File: src/rtl/assert_macros.svh
// Assertion helpers shared by the RTL.
`ifndef ASSERT_MACROS_SVH
`define ASSERT_MACROS_SVH

`ifndef NO_ASSERTIONS

// Condition that holds at every clock edge out of reset.
`define TFE_ASSERT_ALWAYS(label, cond, msg) \
  label: assert property (@(posedge clk) disable iff (!rst_n) (cond)) else $error(msg);

// Condition that, when true, implies a consequence in the next cycle.
`define TFE_ASSERT_NEXT(label, ante, cons, msg) \
  label: assert property (@(posedge clk) disable iff (!rst_n) (ante) |=> (cons)) \
    else $error(msg);

// Condition that, when true, implies a consequence in the same cycle.
`define TFE_ASSERT_SAME(label, ante, cons, msg) \
  label: assert property (@(posedge clk) disable iff (!rst_n) (ante) |-> (cons)) \
    else $error(msg);

`else

`define TFE_ASSERT_ALWAYS(label, cond, msg)
`define TFE_ASSERT_NEXT(label, ante, cons, msg)
`define TFE_ASSERT_SAME(label, ante, cons, msg)

`endif

`endif

File: src/rtl/tfe_pkg.sv
`default_nettype none

package tfe_pkg;

  localparam logic [1:0] PH_SEARCH  = 2'd0;
  localparam logic [1:0] PH_EXTRACT = 2'd1;
  localparam logic [1:0] PH_DONE    = 2'd2;

  localparam logic [1:0] ST_FOUND     = 2'd0;
  localparam logic [1:0] ST_NOT_FOUND = 2'd1;
  localparam logic [1:0] ST_TRUNCATED = 2'd2;

  localparam logic KIND_DATA   = 1'b0;
  localparam logic KIND_STATUS = 1'b1;

  localparam logic [1:0] REG_TAG_BYTES     = 2'd0;
  localparam logic [1:0] REG_TAG_LENGTH    = 2'd1;
  localparam logic [1:0] REG_END_DELIMITER = 2'd2;

  localparam int QDEPTH = 4;
  localparam int QPW    = 2;
  localparam int QCW    = 3;

  typedef struct packed {
    logic       kind;
    logic [7:0] data;
    logic [1:0] status;
    logic [7:0] count;
    logic       last;
  } res_t;

endpackage

`default_nettype wire

File: src/rtl/tag_field_extractor.sv
// Channel | Direction | Handshake          | Payload
// in_     | input     | in_valid/in_stall  | data_byte, last_of_buffer
// out_    | output    | out_valid/out_stall| result_kind, out_byte, status,
//         |           |                    | extracted_count, is_last
// cfg_    | input     | cfg_we             | cfg_index, cfg_wdata
//
// One input word per cycle while in_stall is low; tag compare and state update finish in the accept cycle.
// Each word yields zero to two results into a 4-entry result queue, drained one per cycle while out_stall is low.
// Results are registered into the queue and appear on out_ once earlier queue entries have drained.
// in_stall is high while fewer than two queue slots are free.
// rst_n is synchronous, active low; registers reset to tag 0, length 1, delimiter 0.
`default_nettype none

`include "assert_macros.svh"

module tag_field_extractor #(
  parameter int MAX_TAG_LEN = 8
) (
  input  wire logic        clk,
  input  wire logic        rst_n,
  input  wire logic        in_valid,
  output logic             in_stall,
  input  wire logic [7:0]  in_data_byte,
  input  wire logic        in_last_of_buffer,
  output logic             out_valid,
  input  wire logic        out_stall,
  output logic             out_result_kind,
  output logic [7:0]       out_out_byte,
  output logic [1:0]       out_status,
  output logic [7:0]       out_extracted_count,
  output logic             out_is_last,
  input  wire logic        cfg_we,
  input  wire logic [1:0]  cfg_index,
  input  wire logic [63:0] cfg_wdata
);

  localparam int WW = 8 * MAX_TAG_LEN;
  localparam int FW = $clog2(MAX_TAG_LEN + 1);

  logic [63:0]   tag_r;
  logic [3:0]    tag_len_r;
  logic [7:0]    delim_r;

  logic [WW-1:0] win_r, win_nxt, win_shift;
  logic [FW-1:0] fill_r, fill_nxt, fill_inc;
  logic [1:0]    phase_r, phase_nxt;
  logic [7:0]    cnt_r, cnt_nxt, cnt_inc;

  tfe_pkg::res_t q_r [tfe_pkg::QDEPTH];
  logic [tfe_pkg::QPW-1:0] wptr_r, rptr_r;
  logic [tfe_pkg::QCW-1:0] qcnt_r;

  tfe_pkg::res_t res0, res1;
  logic [1:0]    n_push;
  logic          in_acc, out_acc, match;
  logic [3:0]    len_eff;

  assign in_stall = qcnt_r > tfe_pkg::QCW'(tfe_pkg::QDEPTH - 2);
  assign in_acc   = in_valid && !in_stall;
  assign out_valid = qcnt_r != '0;
  assign out_acc   = out_valid && !out_stall;

  always_ff @(posedge clk) begin
    if (!rst_n) begin
      tag_r     <= '0;
      tag_len_r <= 4'd1;
      delim_r   <= '0;
    end else if (cfg_we) begin
      unique case (cfg_index)
        tfe_pkg::REG_TAG_BYTES:     tag_r     <= cfg_wdata;
        tfe_pkg::REG_TAG_LENGTH:    tag_len_r <= cfg_wdata[3:0];
        tfe_pkg::REG_END_DELIMITER: delim_r   <= cfg_wdata[7:0];
        default: ;
      endcase
    end
  end

  always_comb begin
    if (tag_len_r == 4'd0) begin
      len_eff = 4'd1;
    end else if (tag_len_r > 4'(MAX_TAG_LEN)) begin
      len_eff = 4'(MAX_TAG_LEN);
    end else begin
      len_eff = tag_len_r;
    end
  end

  assign win_shift = WW'({win_r, in_data_byte});
  assign fill_inc  = (fill_r == FW'(MAX_TAG_LEN)) ? fill_r : fill_r + 1'b1;
  assign cnt_inc   = (cnt_r == 8'hFF) ? cnt_r : cnt_r + 8'd1;

  // newest byte in window byte 0 lines up with the final tag character
  always_comb begin
    logic [2:0] idx;
    match = 4'(fill_inc) >= len_eff;
    for (int p = 0; p < MAX_TAG_LEN; p++) begin
      idx = 3'(int'(len_eff) - 1 - p);
      if (p < int'(len_eff) && win_shift[8*p +: 8] != tag_r[8*idx +: 8]) begin
        match = 1'b0;
      end
    end
  end

  always_comb begin
    win_nxt   = win_r;
    fill_nxt  = fill_r;
    phase_nxt = phase_r;
    cnt_nxt   = cnt_r;
    n_push    = 2'd0;
    res0      = '0;
    res1      = '0;
    if (in_acc) begin
      unique case (phase_r)
        tfe_pkg::PH_SEARCH: begin
          win_nxt  = win_shift;
          fill_nxt = fill_inc;
          if (match) begin
            phase_nxt = tfe_pkg::PH_EXTRACT;
            cnt_nxt   = '0;
          end
        end
        tfe_pkg::PH_EXTRACT: begin
          if (in_data_byte == delim_r) begin
            res0.kind   = tfe_pkg::KIND_STATUS;
            res0.status = tfe_pkg::ST_FOUND;
            res0.count  = cnt_r;
            n_push      = 2'd1;
            phase_nxt   = tfe_pkg::PH_DONE;
          end else begin
            cnt_nxt    = cnt_inc;
            res0.kind  = tfe_pkg::KIND_DATA;
            res0.data  = in_data_byte;
            res0.count = cnt_inc;
            n_push     = 2'd1;
            if (in_last_of_buffer) begin
              res1.kind   = tfe_pkg::KIND_STATUS;
              res1.status = tfe_pkg::ST_TRUNCATED;
              res1.count  = cnt_inc;
              n_push      = 2'd2;
            end
          end
        end
        default: ;
      endcase
      if (in_last_of_buffer) begin
        if (phase_r == tfe_pkg::PH_SEARCH) begin
          res0.kind   = tfe_pkg::KIND_STATUS;
          res0.status = match ? tfe_pkg::ST_TRUNCATED : tfe_pkg::ST_NOT_FOUND;
          res0.count  = '0;
          n_push      = 2'd1;
        end
        win_nxt   = '0;
        fill_nxt  = '0;
        phase_nxt = tfe_pkg::PH_SEARCH;
        cnt_nxt   = '0;
      end
      res0.last = n_push == 2'd1;
      res1.last = n_push == 2'd2;
    end
  end

  always_ff @(posedge clk) begin
    if (!rst_n) begin
      win_r   <= '0;
      fill_r  <= '0;
      phase_r <= tfe_pkg::PH_SEARCH;
      cnt_r   <= '0;
    end else begin
      win_r   <= win_nxt;
      fill_r  <= fill_nxt;
      phase_r <= phase_nxt;
      cnt_r   <= cnt_nxt;
    end
  end

  always_ff @(posedge clk) begin
    if (n_push != 2'd0) begin
      q_r[wptr_r] <= res0;
    end
    if (n_push == 2'd2) begin
      q_r[wptr_r + 1'b1] <= res1;
    end
  end

  always_ff @(posedge clk) begin
    if (!rst_n) begin
      wptr_r <= '0;
      rptr_r <= '0;
      qcnt_r <= '0;
    end else begin
      wptr_r <= wptr_r + tfe_pkg::QPW'(n_push);
      rptr_r <= rptr_r + tfe_pkg::QPW'(out_acc);
      qcnt_r <= qcnt_r + tfe_pkg::QCW'(n_push) - tfe_pkg::QCW'(out_acc);
    end
  end

  assign out_result_kind     = q_r[rptr_r].kind;
  assign out_out_byte        = q_r[rptr_r].data;
  assign out_status          = q_r[rptr_r].status;
  assign out_extracted_count = q_r[rptr_r].count;
  assign out_is_last         = q_r[rptr_r].last;

  `TFE_ASSERT_ALWAYS(a_qcnt_bound, qcnt_r <= tfe_pkg::QCW'(tfe_pkg::QDEPTH), "result queue overflow")
  `TFE_ASSERT_SAME(a_extract_fill, phase_r == tfe_pkg::PH_EXTRACT, fill_r != '0, "extract without window fill")
  `TFE_ASSERT_NEXT(a_last_clears, in_acc && in_last_of_buffer, phase_r == tfe_pkg::PH_SEARCH && fill_r == '0 && win_r == '0, "buffer end did not clear matcher")

endmodule

`default_nettype wire
File: config.mk
export PLATFORM = sky130hd
export DESIGN_NAME = tag_field_extractor
export DESIGN_NICKNAME = d
export VERILOG_FILES = /design/src/rtl/tfe_pkg.sv /design/src/rtl/tag_field_extractor.sv
export VERILOG_INCLUDE_DIRS = /design/src /design/src/rtl
export SDC_FILE = /design/constraint.sdc
export NUM_CORES = 1
export LEC_CHECK = 0
export BUFFER_PORTS_ARGS = -buffer_cell sky130_fd_sc_hd__clkbuf_2
export CAP_MARGIN = 10
export CORE_MARGIN = 2
export CORE_UTILIZATION = 55
export DETAILED_ROUTE_END_ITERATION = 8
export PLACE_DENSITY = 0.86
export SETUP_SLACK_MARGIN = 0.3
export SLEW_MARGIN = 40
export SYNTH_ARGS = -nofsm -noshare
export SYNTH_HDL_FRONTEND = slang
export SYNTH_SLANG_ARGS = --single-unit
File: constraint.sdc
create_clock -name clk -period 13.04 [get_ports clk]
set_clock_uncertainty 0.05 [all_clocks]
set_input_delay 1.304 -clock clk [delete_from_list [all_inputs] [get_ports clk]]
set_output_delay 1.304 -clock clk [all_outputs]
set_load 0.02 [all_outputs]
## Word-level counts from Yosys, hierarchy flattened

Memories as Yosys holds them, arrays and structs flattened. A register that Yosys moved wholly into a read port is not among the register bits.
Index checks and enable logic that the tools add are counted.
W data, S select, Z words.

- Flip-flop bits (word level): 153
- Latch bits: 0
- RAM bits: 80
- Memory bits (read-only): 0
- Input port bits: 80
- Output and inout bits: 22
- Memories kept: 1

- $add $sub $neg: 15
- $mul: 0
- Divide/modulo/power cells: 0
- $lt $le $gt $ge: 11
- Eq/ne operators: 19
- Shift-type cells: 8
- Muxes and demuxes: 53
- Bitwise logic cells: 0
- Reductions and logical operators: 25

Memories:

| memory | depth | width | rd ports | clocked after Yosys merged registers in | write ports | RTL line | text |
|---|---|---|---|---|---|---|---|
| q_r | 4 | 20 | 1 | 1 | 2 | tag_field_extractor.sv:49 | `tfe_pkg::res_t q_r [tfe_pkg::QDEPTH];` |

Operators with widths:

| cell | count |
|---|---|
| $shiftx A64 B7 Y8 | 8 |
| $mux W56 | 2 |
| $ne A8 B8 Y1 | 8 |
| $mux W10 | 5 |
| $mux W8 | 5 |
| $mux W2 | 12 |
| $mux W20 | 1 |
| $mux W4 | 5 |
| $mux W1 | 19 |
| $mux W19 | 1 |
| $lt A3 B4 Y1 const A | 4 |
| $pmux W8 S2 | 1 |
| $sub A3 B3 Y3 const B | 4 |
| $mux W11 | 1 |
| $logic_and A1 B1 Y1 | 10 |
| $add A8 B1 Y8 const B | 1 |
| $eq A8 B8 Y1 | 1 |
| $eq A8 B8 Y1 const B | 1 |
| $lt A1 B4 Y1 const A | 2 |
| $lt A2 B4 Y1 const A | 2 |
| $reduce_and A2 Y1 | 4 |
| $eq A2 B1 Y1 const B | 3 |
| $eq A2 B2 Y1 const B | 3 |
| $ne A3 B3 Y1 const B | 2 |
| 20 further kinds | 26 |

## Logic depth before layout (Yosys ltp)

Gate-level depths: netlist of run 1.

- Word-level depth: 19
- Mapped depth: 22

## Least setup slack after synthesis of run 1

No wires, ideal clock.

- Kind: register to register
- Start: register tag_len_r[3]
- End: memory q_r[1][10] (netlist bit), data pin
- Library setup time: 0.131 ns
- Arrival: 4.241 ns
- Slack: 8.619 ns
- Cell stages (with the launch flop): 21
- Buffers on the path: 7
- Cell sequence: dfxtp_1 -> buf_4 -> buf_2 -> buf_2 -> clkbuf_1 -> clkbuf_1 -> nor2_1 -> inv_1 -> ha_1 -> inv_2 -> xnor2_4 -> buf_6 -> mux4_2 -> xnor2_1 -> a2111oi_2 -> nand4_1 -> a2111oi_2 -> a21oi_1 -> nor2_4 -> buf_6 -> a31o_1

RTL lines:

| what | RTL line | text |
|---|---|---|
| start: declaration | tag_field_extractor.sv:41 | `logic [3:0] tag_len_r;` |
| start signal: assignment | tag_field_extractor.sv:71 | `tfe_pkg::REG_TAG_LENGTH: tag_len_r <= cfg_wdata[3:0];` |
| end: declaration | tag_field_extractor.sv:49 |  |

==> metrics.txt, run 1 <==
# TYPE chip_impl_metric gauge
chip_impl_info{name="run_status",value="finished, final reports clean"} 1
chip_impl_metric{name="clock_pin_slew_on_the_worst_setup_and_hold_paths",unit="ns"} 0.07
chip_impl_info{name="ys_dominant_reg_cell",value="sky130_fd_sc_hd__dfxtp_1"} 1
chip_impl_metric{name="ys.warnings.count",unit=""} 0
chip_impl_metric{name="diodes",unit=""} 0
chip_impl_info{name="critPathLaunchType",value="register"} 1
chip_impl_metric{name="postCtsResizedCells",unit=""} 0
chip_impl_metric{name="drtPass1Iterations",unit=""} 6
chip_impl_metric{name="hpwlAfterDp",unit="µm"} 32250
chip_impl_metric{name="routed_antenna_nets",unit=""} 0
chip_impl_metric{name="worst_pin_slew",unit="ns"} 0.8434
chip_impl_metric{name="share_of_the_yosys_chip_area_belonging_to_registers",unit="%"} 36.12
chip_impl_metric{name="clock_sink_count",unit=""} 233
chip_impl_metric{name="ys_types",unit=""} 79
chip_impl_info{name="r2r_end",value="q_r[0][10]"} 1
chip_impl_metric{name="clock_tree.buffer_depth",unit=""} 3
chip_impl_metric{name="antenna_found_initial",unit=""} 0
chip_impl_metric{name="worst_endpoint_data_arrival_time",unit="ns"} 5.38
chip_impl_metric{name="syn_std_cell_area",unit="mm²"} 0.01413
chip_impl_metric{name="finish.net_count",unit=""} 1685
chip_impl_metric{name="area_growth_syn_to_layout",unit="%"} 8.314
chip_impl_metric{name="r2r_slack",unit="ns"} 8.01
chip_impl_metric{name="postSynthAreaPerCell",unit="µm²"} 8.922
chip_impl_metric{name="count_of_flip_flops_with_a_built_in_enable_after_synthesis",unit=""} 44
chip_impl_metric{name="vias",unit=""} 12964
chip_impl_metric{name="layout-drive-gt1-share",unit="%"} 14.93
chip_impl_metric{name="wirelength",unit="µm"} 44450
chip_impl_metric{name="clk-insertion-delay-late",unit="ns"} 0.54
chip_impl_metric{name="routabilityCongestion",unit=""} 1.032
chip_impl_metric{name="final_min_period_over_clock_period",unit="%"} 38.54
chip_impl_metric{name="timing_max_transition_violations_final",unit=""} 0
chip_impl_metric{name="fin_tns_setup",unit="ns"} 0
chip_impl_metric{name="first_pass_grt_wire_length",unit="µm"} 69790
chip_impl_metric{name="chipWidth",unit="µm"} 164.3
chip_impl_info{name="critPathCapture",value="q_r[0][10]"} 1
chip_impl_metric{name="leakage",unit="nW"} 5.450
chip_impl_metric{name="floorplan.die.height",unit="µm"} 164.3
chip_impl_metric{name="grt_start_max_net_pins",unit=""} 77
chip_impl_metric{name="area_of_the_core",unit="mm²"} 0.02518
chip_impl_metric{name="mappedNetlistNets",unit=""} 1678
chip_impl_info{name="critPathKind",value="register to register"} 1
chip_impl_metric{name="cap_violations",unit=""} 0
chip_impl_metric{name="io_pins",unit=""} 102
chip_impl_metric{name="route.detailed.drc",unit=""} 0
chip_impl_info{name="crit_path_start",value="tag_len_r[1]"} 1
chip_impl_info{name="nature_of_the_critical_path_endpoint",value="register"} 1
chip_impl_metric{name="max_freq",unit="MHz"} 199.0
chip_impl_metric{name="global_route.overflow_total",unit=""} 0
chip_impl_metric{name="vdd_ir_drop_max",unit="V"} 0.0001188
chip_impl_metric{name="final.min_clock_period",unit="ns"} 5.025
chip_impl_metric{name="drt_iter0_drc",unit=""} 1719
chip_impl_info{name="yosys-top-cells-area",value="sky130_fd_sc_hd__dfxtp_1 (27%), sky130_fd_sc_hd__edfxtp_1 (9.3%), sky130_fd_sc_hd__mux4_2 (7.3%)"} 1
chip_impl_info{name="cts.root.buffer_cell",value="sky130_fd_sc_hd__clkbuf_16"} 1
chip_impl_metric{name="num_rows",unit=""} 58
chip_impl_metric{name="ff2ff_path_depth",unit=""} 16
chip_impl_metric{name="clock_h_tree_levels",unit=""} 1
chip_impl_metric{name="cp_max_fo",unit=""} 39
chip_impl_metric{name="post_drt_via_cell_ratio",unit=""} 6.693
chip_impl_metric{name="fin_worst_hold_slack",unit="ns"} 0.4305
chip_impl_metric{name="grtUsageTotal",unit="%"} 33.11
chip_impl_metric{name="ctsHoldBuffers",unit=""} 0
chip_impl_metric{name="postSynthCellCount",unit=""} 1584
chip_impl_info{name="hold_path_class",value="register to register"} 1
chip_impl_info{name="grt_setup_unrepaired",value="no"} 1
chip_impl_info{name="synth_most_common_cell",value="sky130_fd_sc_hd__nand2_1"} 1
chip_impl_metric{name="design.die.area",unit="mm²"} 0.02699
chip_impl_metric{name="io_buffers",unit=""} 101
chip_impl_metric{name="number_of_clock_buffers_inserted_by_tritoncts",unit=""} 24
chip_impl_metric{name="synth.top_cell.area_share",unit="%"} 26.77
chip_impl_info{name="yosys.area.top_type",value="sky130_fd_sc_hd__dfxtp_1"} 1
chip_impl_info{name="cts_tree",value="done"} 1
chip_impl_metric{name="synth.ff_latch_count",unit=""} 233
chip_impl_metric{name="floorplan.initialDensity",unit="%"} 56.12
chip_impl_metric{name="power_density",unit="mW/mm²"} 120.0
chip_impl_metric{name="cts_setup_buffers",unit=""} 0
chip_impl_info{name="rr_startpoint",value="tag_len_r[1]"} 1
chip_impl_info{name="synth_common_cells",value="sky130_fd_sc_hd__nand2_1 (190), sky130_fd_sc_hd__dfxtp_1 (189), sky130_fd_sc_hd__clkbuf_1 (87), sky130_fd_sc_hd__nand4_1 (87), sky130_fd_sc_hd__nor2b_1 (78)"} 1
chip_impl_metric{name="detail_route.wl_per_cell",unit="µm"} 22.95
chip_impl_metric{name="timing.critical_path.required",unit="ns"} 13.39
chip_impl_metric{name="async_reset_ff_share",unit="%"} 0
chip_impl_metric{name="setup_viol_count_final",unit=""} 0
chip_impl_metric{name="hold_violations",unit=""} 0
chip_impl_metric{name="vias_in_the_first_global_route",unit=""} 12517
chip_impl_metric{name="relSlewSlack",unit="%"} 43.63
-- worst min-delay path by stage --
stage	startpoint	cells past startpoint	slack, ns	end
2_1_floorplan	q_r[1][9]	2	0.37	q_r[1][9]
3_3_place_gp	q_r[1][9]	2	0.40	q_r[1][9]
3_5_place_dp	q_r[2][12]	1	0.41	q_r[2][12]
4_1_cts	q_r[0][15]	1	0.43	q_r[0][15]
5_1_grt	q_r[1][14]	1	0.44	q_r[1][14]
6_report	q_r[2][11]	1	0.43	q_r[2][11]
-- critical path, stage by stage (launching register included) --
cell and delay (ns):
sky130_fd_sc_hd__dfxtp_1 0.31, sky130_fd_sc_hd__buf_4 0.35, sky130_fd_sc_hd__o21ba_4 0.48, sky130_fd_sc_hd__nor2_1 0.13, sky130_fd_sc_hd__inv_1 0.09, sky130_fd_sc_hd__ha_1 0.31
sky130_fd_sc_hd__inv_2 0.12, sky130_fd_sc_hd__xnor2_4 0.16, sky130_fd_sc_hd__buf_4 0.43, sky130_fd_sc_hd__mux4_2 0.58, sky130_fd_sc_hd__xnor2_1 0.15, sky130_fd_sc_hd__a2111oi_2 0.33
sky130_fd_sc_hd__nand4_1 0.21, sky130_fd_sc_hd__a2111oi_2 0.43, sky130_fd_sc_hd__a21oi_1 0.17, sky130_fd_sc_hd__nor2_4 0.34, sky130_fd_sc_hd__a31o_2 0.22
-- registers in the layout, summed over array words and instances (netlist names) --
name       count
tag_r         64
cnt_r          8
qcnt_r         3
win_r         56
delim_r        8
phase_r        2
q_r           80
rptr_r         2
wptr_r         2
tag_len_r      4
fill_r         4
-- cell usage in the layout (no fill, tap or decap), drive strengths merged, types with 6 or more instances in the layout --
master / n
xnor2: 46
nand2b: 9
nand2: 190
dfxtp: 189
mux4: 46
mux2i: 37
o22ai: 31
a21boi: 67
clkbuf: 133
nand4: 87
nor2: 78
o21ai: 79
nor4: 12
a21oi: 42
nand3: 54
buf: 16
nor3: 20
nor2b: 78
inv: 29
nor3b: 6
a22o: 37
ha: 13
a22oi: 67
xor2: 36
edfxtp: 44
a31oi: 13
and2: 44
mux2: 11
clkinv: 8
-- power by group --
part / switching, W / leakage, nW / internal, W
clock network: 0.000287 / 0.361 / 0.000372
logic: 0.000229 / 3.15 / 0.000152
registers: 0.0000380 / 1.94 / 0.000759
-- layer usage --
metal | track usage (%) | vias to the layer above | wire length, µm
met5 | 0 | - | 0
met3 | 5.556 | 227 | 3810
met1 | 40.09 | 6092 | 16660
li1 | - | 5823 | -
met4 | 20.22 | 0 | 3377
met2 | 55.08 | 822 | 20600
-- final cells by class --
class / count / area, µm²
fill: 2128 / 9874
sequential: 233 / 5110
inverter: 30 / 112.6
clock inverter: 9 / 86.33
tap: 330 / 412.9
timing repair buffer: 116 / 620.6
multi-input combinational: 1186 / 8310
clock buffer: 33 / 654.4
-- kinds of logic (layout without fill, tap and decap cells) --
kind of cell | count (synthesis) | count (layout) | share of synthesized area (%)
xor gates and xnor gates | 82 | 82 | 5.347
adders and majority gates | 14 | 14 | 1.293
DFF | 233 | 233 | 36.12
and+or+nand+nor | 599 | 599 | 21.55
buffers and inverters | 165 | 188 | 5.250
AOI/OAI and AO/OA | 397 | 397 | 19.61
muxes | 94 | 94 | 10.83
-- metrics by stage --
stage	power (W)	utilization (%)	instance area, µm²	cells	worst slack [ns]
5_1_grt	0.001911	60.79	15310	1937	7.657
3_5_place_dp	0.001188	57.83	14560	1895	7.696
2_1_floorplan	0.001080	-	14130	1584	8.619
4_1_cts	0.001837	60.77	15300	1937	7.649
6_report	0.001838	60.79	15310	1937	8.015
3_3_place_gp	0.001176	57.83	14560	1895	7.765
Note: power is estimated with default switching activity, not from simulation.
==> inputs of run 2 (changes only) <==
--- a/config.mk
+++ b/config.mk
@@ -6,12 +6,13 @@
 export SDC_FILE = /design/constraint.sdc
 export NUM_CORES = 1
 export LEC_CHECK = 0
+export ABC_AREA = 1
 export BUFFER_PORTS_ARGS = -buffer_cell sky130_fd_sc_hd__clkbuf_2
 export CAP_MARGIN = 10
 export CORE_MARGIN = 2
 export CORE_UTILIZATION = 55
 export DETAILED_ROUTE_END_ITERATION = 8
-export PLACE_DENSITY = 0.86
+export PLACE_DENSITY = 0.89
 export SETUP_SLACK_MARGIN = 0.3
 export SLEW_MARGIN = 40
 export SYNTH_ARGS = -nofsm -noshare
==> constraint.sdc (replaced) <==
create_clock -name clk -period 4.2 [get_ports clk]
set_clock_uncertainty 0.05 [all_clocks]
set_input_delay 0.42 -clock clk [delete_from_list [all_inputs] [get_ports clk]]
set_output_delay 0.42 -clock clk [all_outputs]
set_load 0.02 [all_outputs]
==> run 2 against run 1 <==
Critical path depth grew 7. Fmax rose by 40%. First-iteration DRC count shrank 4.2%. Synthesized cell count rose by 32%. Wire length is 3.2% higher. Count of clock-buffer cells in the layout is 1 higher. Area after synthesis is 3.7% lower. Cell count rose by 28%. Sequential share of layout area is 0.25 points higher. Flip-flop and latch count unchanged. Sequential power grew to 3.1 times the previous value. Cell area down 0.84%. Critical path type unchanged. Largest cell class unchanged. Largest power group unchanged.
==> metrics.txt, run 2 <==
# TYPE chip_impl_metric gauge
chip_impl_info{name="run_status",value="finished, final reports clean"} 1
chip_impl_metric{name="timing.hold.worst_path_depth",unit=""} 3
chip_impl_metric{name="ys_types",unit=""} 34
chip_impl_metric{name="timing_max_transition_violations_final",unit=""} 0
chip_impl_info{name="mostFrequentLayoutCell",value="sky130_fd_sc_hd__nand2_1"} 1
chip_impl_info{name="ys_dominant_reg_cell",value="sky130_fd_sc_hd__dfxtp_1"} 1
chip_impl_info{name="rr_startpoint",value="tag_len_r[3]"} 1
chip_impl_metric{name="vias",unit=""} 14913
chip_impl_metric{name="routed_antenna_nets",unit=""} 0
chip_impl_metric{name="number_of_clock_buffers_inserted_by_tritoncts",unit=""} 26
chip_impl_metric{name="power_density",unit="mW/mm²"} 449.6
chip_impl_metric{name="syn_std_cell_area",unit="mm²"} 0.01360
chip_impl_metric{name="worst_slack",unit="ns"} 0.6026
chip_impl_info{name="layout.cells.most_common_list",value="sky130_fd_sc_hd__nand2_1 (528), sky130_fd_sc_hd__nand3_1 (396), sky130_fd_sc_hd__nor2_1 (193), sky130_fd_sc_hd__dfxtp_1 (189), sky130_fd_sc_hd__inv_1 (162)"} 1
chip_impl_metric{name="io_pins",unit=""} 102
chip_impl_metric{name="timing.critical_path.required",unit="ns"} 4.55
chip_impl_info{name="min_delay_worst_endpoint",value="tag_r[51]"} 1
chip_impl_metric{name="area_growth_syn_to_layout",unit="%"} 11.58
chip_impl_metric{name="dp_slack",unit="ns"} 0.4646
chip_impl_metric{name="floorplan.die.height",unit="µm"} 161.3
chip_impl_metric{name="postSynthAreaPerCell",unit="µm²"} 6.493
chip_impl_info{name="top_regs",value="q_r x80, tag_r x64, win_r x56"} 1
chip_impl_metric{name="design.die.area",unit="mm²"} 0.02601
chip_impl_metric{name="count_of_flip_flops_with_a_built_in_enable_after_synthesis",unit=""} 44
chip_impl_metric{name="postCtsResizedCells",unit=""} 0
chip_impl_metric{name="clock_sink_count",unit=""} 233
chip_impl_metric{name="mappedNetlistNets",unit=""} 2189
chip_impl_info{name="yosys-top-cells-area",value="sky130_fd_sc_hd__dfxtp_1 (28%), sky130_fd_sc_hd__nand2_1 (15%), sky130_fd_sc_hd__nand3_1 (15%)"} 1
chip_impl_info{name="critPathKind",value="register to register"} 1
chip_impl_metric{name="async_reset_ff_share",unit="%"} 0
chip_impl_metric{name="chipWidth",unit="µm"} 161.3
chip_impl_info{name="r2r_end",value="cnt_r[7]"} 1
chip_impl_metric{name="synth.ff_latch_count",unit=""} 233
chip_impl_info{name="cts.root.buffer_cell",value="sky130_fd_sc_hd__clkbuf_16"} 1
chip_impl_metric{name="synth.top_cell.area_share",unit="%"} 27.81
chip_impl_metric{name="num_rows",unit=""} 57
chip_impl_metric{name="worst_pin_slew",unit="ns"} 0.8156
chip_impl_info{name="hold_path_class",value="input pin to register"} 1
chip_impl_metric{name="diodes",unit=""} 0
chip_impl_metric{name="share_of_the_yosys_chip_area_belonging_to_registers",unit="%"} 37.53
chip_impl_info{name="grt_setup_unrepaired",value="no"} 1
chip_impl_metric{name="hpwlAfterDp",unit="µm"} 33500
chip_impl_metric{name="ff2ff_path_depth",unit=""} 23
chip_impl_metric{name="clock_h_tree_levels",unit=""} 1
chip_impl_metric{name="largest_register_ff_count",unit=""} 80
chip_impl_metric{name="finish.net_count",unit=""} 2228
chip_impl_metric{name="floorplan.initialDensity",unit="%"} 55.93
chip_impl_metric{name="setup_viol_count_final",unit=""} 0
chip_impl_info{name="synth_common_cells",value="sky130_fd_sc_hd__nand2_1 (530), sky130_fd_sc_hd__nand3_1 (396), sky130_fd_sc_hd__nor2_1 (193), sky130_fd_sc_hd__dfxtp_1 (189), sky130_fd_sc_hd__inv_1 (164)"} 1
chip_impl_metric{name="postSynthCellCount",unit=""} 2095
chip_impl_metric{name="io_buffers",unit=""} 101
chip_impl_metric{name="vias_in_the_first_global_route",unit=""} 13794
chip_impl_metric{name="r2r_slack",unit="ns"} 0.60
chip_impl_info{name="yosys.area.top_type",value="sky130_fd_sc_hd__dfxtp_1"} 1
chip_impl_metric{name="clock_pin_slew_on_the_worst_setup_and_hold_paths",unit="ns"} 0.07
chip_impl_metric{name="cp_max_fo",unit=""} 14
chip_impl_metric{name="worst_endpoint_data_arrival_time",unit="ns"} 3.94
chip_impl_metric{name="drtPass1Iterations",unit=""} 6
chip_impl_info{name="hold_path_startpoint",value="cfg_wdata[51]"} 1
chip_impl_info{name="synth_most_common_cell",value="sky130_fd_sc_hd__nand2_1"} 1
chip_impl_info{name="critPathLaunchType",value="register"} 1
chip_impl_metric{name="fin_tns_setup",unit="ns"} 0
chip_impl_metric{name="post_drt_via_cell_ratio",unit=""} 6.021
chip_impl_metric{name="ctsHoldBuffers",unit=""} 0
chip_impl_metric{name="route.detailed.drc",unit=""} 0
chip_impl_info{name="cts_tree",value="done"} 1
chip_impl_metric{name="max_freq",unit="MHz"} 278.0
chip_impl_metric{name="hold_violations",unit=""} 0
chip_impl_metric{name="leakage",unit="nW"} 6.678
chip_impl_metric{name="area_of_the_core",unit="mm²"} 0.02432
chip_impl_metric{name="layout-drive-gt1-share",unit="%"} 9.800
chip_impl_metric{name="grt_start_max_net_pins",unit=""} 82
chip_impl_metric{name="routabilityCongestion",unit=""} 1.034
chip_impl_metric{name="relSlewSlack",unit="%"} 45.49
chip_impl_metric{name="antenna_found_initial",unit=""} 0
chip_impl_metric{name="first_pass_grt_wire_length",unit="µm"} 73170
chip_impl_info{name="nature_of_the_critical_path_endpoint",value="register"} 1
chip_impl_info{name="max_flop_register",value="q_r"} 1
chip_impl_metric{name="grtUsageTotal",unit="%"} 35.22
chip_impl_metric{name="cap_violations",unit=""} 0
chip_impl_metric{name="final_min_period_over_clock_period",unit="%"} 85.65
chip_impl_metric{name="clock_tree.buffer_depth",unit=""} 3
chip_impl_metric{name="drt_iter0_drc",unit=""} 1647
chip_impl_metric{name="wirelength",unit="µm"} 45880
chip_impl_metric{name="ys.warnings.count",unit=""} 0
chip_impl_metric{name="vdd_ir_drop_max",unit="V"} 0.0005291
chip_impl_metric{name="detail_route.wl_per_cell",unit="µm"} 18.52
chip_impl_metric{name="clk-insertion-delay-late",unit="ns"} 0.55
chip_impl_metric{name="cts_setup_buffers",unit=""} 0
chip_impl_metric{name="final.min_clock_period",unit="ns"} 3.597
chip_impl_metric{name="global_route.overflow_total",unit=""} 0
## run 2: worst max-delay path by stage
stage	startpoint	endpoint	depth (start not counted)
2_1_floorplan	tag_len_r[1]	cnt_r[3]	24
3_3_place_gp	tag_len_r[2]	cnt_r[3]	24
3_5_place_dp	tag_len_r[2]	cnt_r[7]	24
4_1_cts	tag_len_r[2]	cnt_r[7]	24
5_1_grt	tag_len_r[3]	cnt_r[0]	23
6_report	tag_len_r[3]	cnt_r[7]	23
## run 2: through the flow
stage                     hold slack [ns]  instance area [µm²]  util (%)  power [W]  cells
final                             0.04453                15180     62.41   0.006824   2477
after detailed placement           0.3837                14260     58.66   0.004449   2430
after CTS                         0.04197                15160     62.32   0.006782   2477
after global routing              0.06232                15180     62.41   0.007116   2477
after floorplan                    0.3704                13600         -   0.003872   2095
after global placement             0.3798                14260     58.65   0.004403   2430
## run 2: kinds of logic after synthesis
logic type	synth area share, %
compound gates	13.35
flops	37.53
xor+xnor	1.481
fa+ha+maj	1.343
simple gates	37.69
buf+inv	8.609
## run 2: area by class of cell
type	instances	area, µm²
fill	2285	9141
multi-input combinational	1567	7346
sequential	233	5105
timing repair buffer	130	764.5
clock buffer	34	752.0
inverter	176	665.6
tap	324	405.4
clock inverter	13	140.1
## run 2: worst max-delay path: stages (launching register included)
cell and delay (ns):
sky130_fd_sc_hd__dfxtp_1 0.47, sky130_fd_sc_hd__inv_2 0.15, sky130_fd_sc_hd__nand2_1 0.12, sky130_fd_sc_hd__ha_1 0.19
sky130_fd_sc_hd__nand2_1 0.12, sky130_fd_sc_hd__nand2_1 0.23, sky130_fd_sc_hd__nand2_2 0.10, sky130_fd_sc_hd__nand2_2 0.26
sky130_fd_sc_hd__buf_4 0.22, sky130_fd_sc_hd__nand3_1 0.11, sky130_fd_sc_hd__nand2_1 0.08, sky130_fd_sc_hd__nand2_1 0.05
sky130_fd_sc_hd__nand2_1 0.11, sky130_fd_sc_hd__nand3_1 0.11, sky130_fd_sc_hd__nor2_1 0.10, sky130_fd_sc_hd__nand2_1 0.06
sky130_fd_sc_hd__nand2_1 0.05, sky130_fd_sc_hd__nand3_1 0.07, sky130_fd_sc_hd__nor2_1 0.26, sky130_fd_sc_hd__nand3_1 0.12
sky130_fd_sc_hd__nand2_1 0.10, sky130_fd_sc_hd__nand2_2 0.14, sky130_fd_sc_hd__nand2_1 0.10, sky130_fd_sc_hd__a21oi_1 0.05
## run 2: layer usage
layer  GRT usage, %  wire length (µm)
met5              0                 0
met2          59.75             21200
met3          5.804              3944
met4          20.70              3261
met1          42.26             17470
## run 2: power breakdown
group          internal (W)  total (W)  switching [W]
clock               0.00139    0.00237       0.000980
combinational      0.000581    0.00194        0.00136
sequential          0.00241    0.00251       0.000102
==> inputs of run 3 (changes only) <==
--- a/config.mk
+++ b/config.mk
@@ -9,7 +9,7 @@
 export ABC_AREA = 1
 export BUFFER_PORTS_ARGS = -buffer_cell sky130_fd_sc_hd__clkbuf_2
 export CAP_MARGIN = 10
-export CORE_MARGIN = 2
+export CORE_MARGIN = 1
 export CORE_UTILIZATION = 55
 export DETAILED_ROUTE_END_ITERATION = 8
 export PLACE_DENSITY = 0.89
==> run 3 against run 2 <==
Sequential share of layout area rose by 0.16 points. Fmax up 0.44%. Cell area down 0.46%. Clock power fell by 4%. Wire length up 2.6%. Utilization fell by 0.29 points. Worst hold slack worse by 0.0011 ns. Register-to-register slack improved by 0.02 ns. First-iteration DRC count shrank 3.9%. Combinational power about the same. Sequential power about the same. Global-route usage is 1.9 points higher. Critical path type unchanged.
==> metrics.txt, run 3 (same netlist as run 2, synthesis figures left out) <==
# TYPE chip_impl_metric gauge
chip_impl_metric{name="num_rows",unit=""} 57
chip_impl_metric{name="vias",unit=""} 14828
chip_impl_metric{name="diodes",unit=""} 0
chip_impl_metric{name="clock_sink_count",unit=""} 233
chip_impl_metric{name="layout-drive-gt1-share",unit="%"} 9.749
chip_impl_metric{name="p_switching",unit="W"} 0.002409
chip_impl_info{name="critical-path-top-delay-family",value="simple AND/OR/NAND/NOR gates"} 1
chip_impl_info{name="hold_path_class",value="input pin to register"} 1
chip_impl_metric{name="route.detailed.drc",unit=""} 0
chip_impl_metric{name="largest_register_ff_count",unit=""} 80
chip_impl_metric{name="io_buffers",unit=""} 101
chip_impl_metric{name="wirelength",unit="µm"} 47060
chip_impl_metric{name="seqPwrFrac",unit="%"} 37.3
chip_impl_metric{name="routabilityCongestion",unit=""} 1.065
chip_impl_metric{name="cellInternalPower",unit="W"} 0.004327
chip_impl_info{name="cts.root.buffer_cell",value="sky130_fd_sc_hd__clkbuf_16"} 1
chip_impl_metric{name="io_pins",unit=""} 102
chip_impl_info{name="grt_setup_unrepaired",value="no"} 1
chip_impl_metric{name="floorplan.die.height",unit="µm"} 159.3
chip_impl_metric{name="hpwlAfterDp",unit="µm"} 35000
chip_impl_metric{name="area_of_the_core",unit="mm²"} 0.02432
chip_impl_metric{name="clk-insertion-delay-late",unit="ns"} 0.55
chip_impl_info{name="run_status",value="finished, final reports clean"} 1
chip_impl_info{name="timing.critical_path.mode_cell",value="sky130_fd_sc_hd__nand2_1"} 1
chip_impl_info{name="layout.cells.most_common_list",value="sky130_fd_sc_hd__nand2_1 (528), sky130_fd_sc_hd__nand3_1 (396), sky130_fd_sc_hd__nor2_1 (193), sky130_fd_sc_hd__dfxtp_1 (189), sky130_fd_sc_hd__inv_1 (161)"} 1
chip_impl_metric{name="hold_violations",unit=""} 0
chip_impl_metric{name="seq_area",unit="mm²"} 0.005105
chip_impl_metric{name="placed_cells",unit=""} 2432
chip_impl_info{name="nature_of_the_critical_path_endpoint",value="register"} 1
chip_impl_metric{name="clock_power_share",unit="%"} 33.8
chip_impl_info{name="max_flop_register",value="q_r"} 1
chip_impl_metric{name="relSlewSlack",unit="%"} 40.48
chip_impl_metric{name="post_layout_nonfiller_instances",unit=""} 2478
chip_impl_info{name="top_regs",value="q_r x80, tag_r x64, win_r x56"} 1
chip_impl_metric{name="drtPass1Iterations",unit=""} 6
chip_impl_metric{name="clock_h_tree_levels",unit=""} 1
chip_impl_metric{name="final_area",unit="mm²"} 0.01511
chip_impl_metric{name="antenna_found_initial",unit=""} 0
chip_impl_metric{name="final.fill_count",unit=""} 2243
chip_impl_metric{name="first_pass_grt_wire_length",unit="µm"} 74170
chip_impl_metric{name="cp.buffers_inverters",unit=""} 4
chip_impl_metric{name="dp_slack",unit="ns"} 0.04289
chip_impl_metric{name="comb_power_share",unit="%"} 28.9
chip_impl_metric{name="floorplan.initialDensity",unit="%"} 55.93
chip_impl_metric{name="timing.critical_path.required",unit="ns"} 4.54
chip_impl_info{name="crit_path_top_delay_cell",value="sky130_fd_sc_hd__buf_4"} 1
chip_impl_metric{name="chipWidth",unit="µm"} 159.3
chip_impl_metric{name="finish.net_count",unit=""} 2229
chip_impl_metric{name="multi_input_area",unit="mm²"} 0.007340
chip_impl_metric{name="final.min_clock_period",unit="ns"} 3.582
chip_impl_metric{name="clock_tree.buffer_depth",unit=""} 3
chip_impl_metric{name="design.die.area",unit="mm²"} 0.02537
chip_impl_metric{name="timing_max_transition_violations_final",unit=""} 0
chip_impl_metric{name="leakage",unit="nW"} 6.647
chip_impl_info{name="critPathLaunchType",value="register"} 1
chip_impl_metric{name="place_area",unit="mm²"} 0.01424
chip_impl_info{name="path_cells",value="inv_2, nand2_2, nand2_2, buf_4, nand2_1, nand3_1, nand3_1, nand3_1, nand2_1, inv_1, nand2_1, nor2_1, nand2_1, nand2_1, nand2_1, inv_1, nand2_1, nand2_1, nand3_1, nand2_1, nand2_2, nand2_1, a21oi_1"} 1
chip_impl_metric{name="max_freq",unit="MHz"} 279.2
chip_impl_metric{name="clock_pin_slew_on_the_worst_setup_and_hold_paths",unit="ns"} 0.06
chip_impl_metric{name="grtUsageTotal",unit="%"} 37.16
chip_impl_metric{name="fin_worst_hold_slack",unit="ns"} 0.04341
chip_impl_metric{name="setup_viol_count_final",unit=""} 0
chip_impl_metric{name="drt_iter0_drc",unit=""} 1582
chip_impl_metric{name="power_density",unit="mW/mm²"} 445.8
chip_impl_metric{name="final_min_period_over_clock_period",unit="%"} 85.28
chip_impl_metric{name="sw_ratio",unit="%"} 35.76
chip_impl_metric{name="worst_endpoint_data_arrival_time",unit="ns"} 3.92
chip_impl_metric{name="vdd_ir_drop_max",unit="V"} 0.0003705
chip_impl_info{name="mostFrequentLayoutCell",value="sky130_fd_sc_hd__nand2_1"} 1
chip_impl_metric{name="vias_in_the_first_global_route",unit=""} 13797
chip_impl_info{name="cts_tree",value="done"} 1
chip_impl_metric{name="area_growth_syn_to_layout",unit="%"} 11.06
chip_impl_metric{name="cp_slowest_stage_delay",unit="ns"} 0.39
chip_impl_metric{name="worst_pin_slew",unit="ns"} 0.8874
chip_impl_metric{name="fin_tns_setup",unit="ns"} 0
chip_impl_metric{name="post_drt_via_cell_ratio",unit=""} 5.984
chip_impl_metric{name="detail_route.wl_per_cell",unit="µm"} 18.99
chip_impl_metric{name="cp_max_fo",unit=""} 44
chip_impl_metric{name="worst_slack",unit="ns"} 0.6182
chip_impl_metric{name="routed_antenna_nets",unit=""} 0
chip_impl_metric{name="grt_start_max_net_pins",unit=""} 82
chip_impl_metric{name="cap_violations",unit=""} 0
chip_impl_metric{name="global_route.overflow_total",unit=""} 0
chip_impl_metric{name="number_of_clock_buffers_inserted_by_tritoncts",unit=""} 25
chip_impl_info{name="critPathKind",value="register to register"} 1
run 3: cell count changes in the layout (fill, tap and decap cells not counted), sizes merged:
cell    delta
buf        +2
clkbuf     +1
clkinv     -2
run 3: worst min-delay path, cell delays in order:
cell and delay [ns]:
sky130_fd_sc_hd__clkbuf_2 0.07, sky130_fd_sc_hd__nor2_1 0.03, sky130_fd_sc_hd__nor2_1 0.08
run 3: layer usage:
metal  vias up  global-route usage (%)  wire (µm)
li1       7049                       -          -
met1      6742                   42.92      17440
met2       808                   61.58      21490
met3       229                   6.382       4002
met4         0                   28.67       4127
met5         -                       0          0
run 3: path summary, 6_finish.rpt:
kind | to | slack (ns) | start | depth (start not counted)
min reg2reg | q_r[1][17] | 0.40 | q_r[1][17] | 2
max | cnt_r[2] | 0.62 | tag_len_r[3] | 23
min | tag_r[16] | 0.04 | cfg_wdata[16] | 3
max reg2reg | cnt_r[2] | 0.62 | tag_len_r[3] | 23
run 3: power by group through the flow:
stage                     clock [W]  sequential, W  combinational, W
after floorplan                   0        0.00252           0.00135
after global placement            0        0.00255           0.00185
after detailed placement          0        0.00256           0.00189
after CTS                   0.00230        0.00251           0.00190
after global routing        0.00237        0.00252           0.00214
final                       0.00227        0.00251           0.00195
run 3: final cells by class:
cell class              instances  share of cell area [%]
clock buffers                  35                   4.803
clock inverters                11                  0.8282
multi-input cells            1567                   48.58
well taps                     324                   2.683
repair buffers                132                   4.911
inverters                     176                   4.406
flip-flops and latches        233                   33.79
run 3: per-stage QoR:
stage	utilization (%)	power, W
2_1_floorplan	-	0.003872
6_report	62.12	0.006736
5_1_grt	62.12	0.007036
4_1_cts	62.06	0.006702
3_5_place_dp	58.56	0.004444
3_3_place_gp	58.56	0.004401
run 3: repair_timing:
item / in CTS / in global routing
setup endpoints to repair: 0 / 83
resized for setup: 0 / 5
setup buffers: 0 / 0
hold buffers: 0 / 0
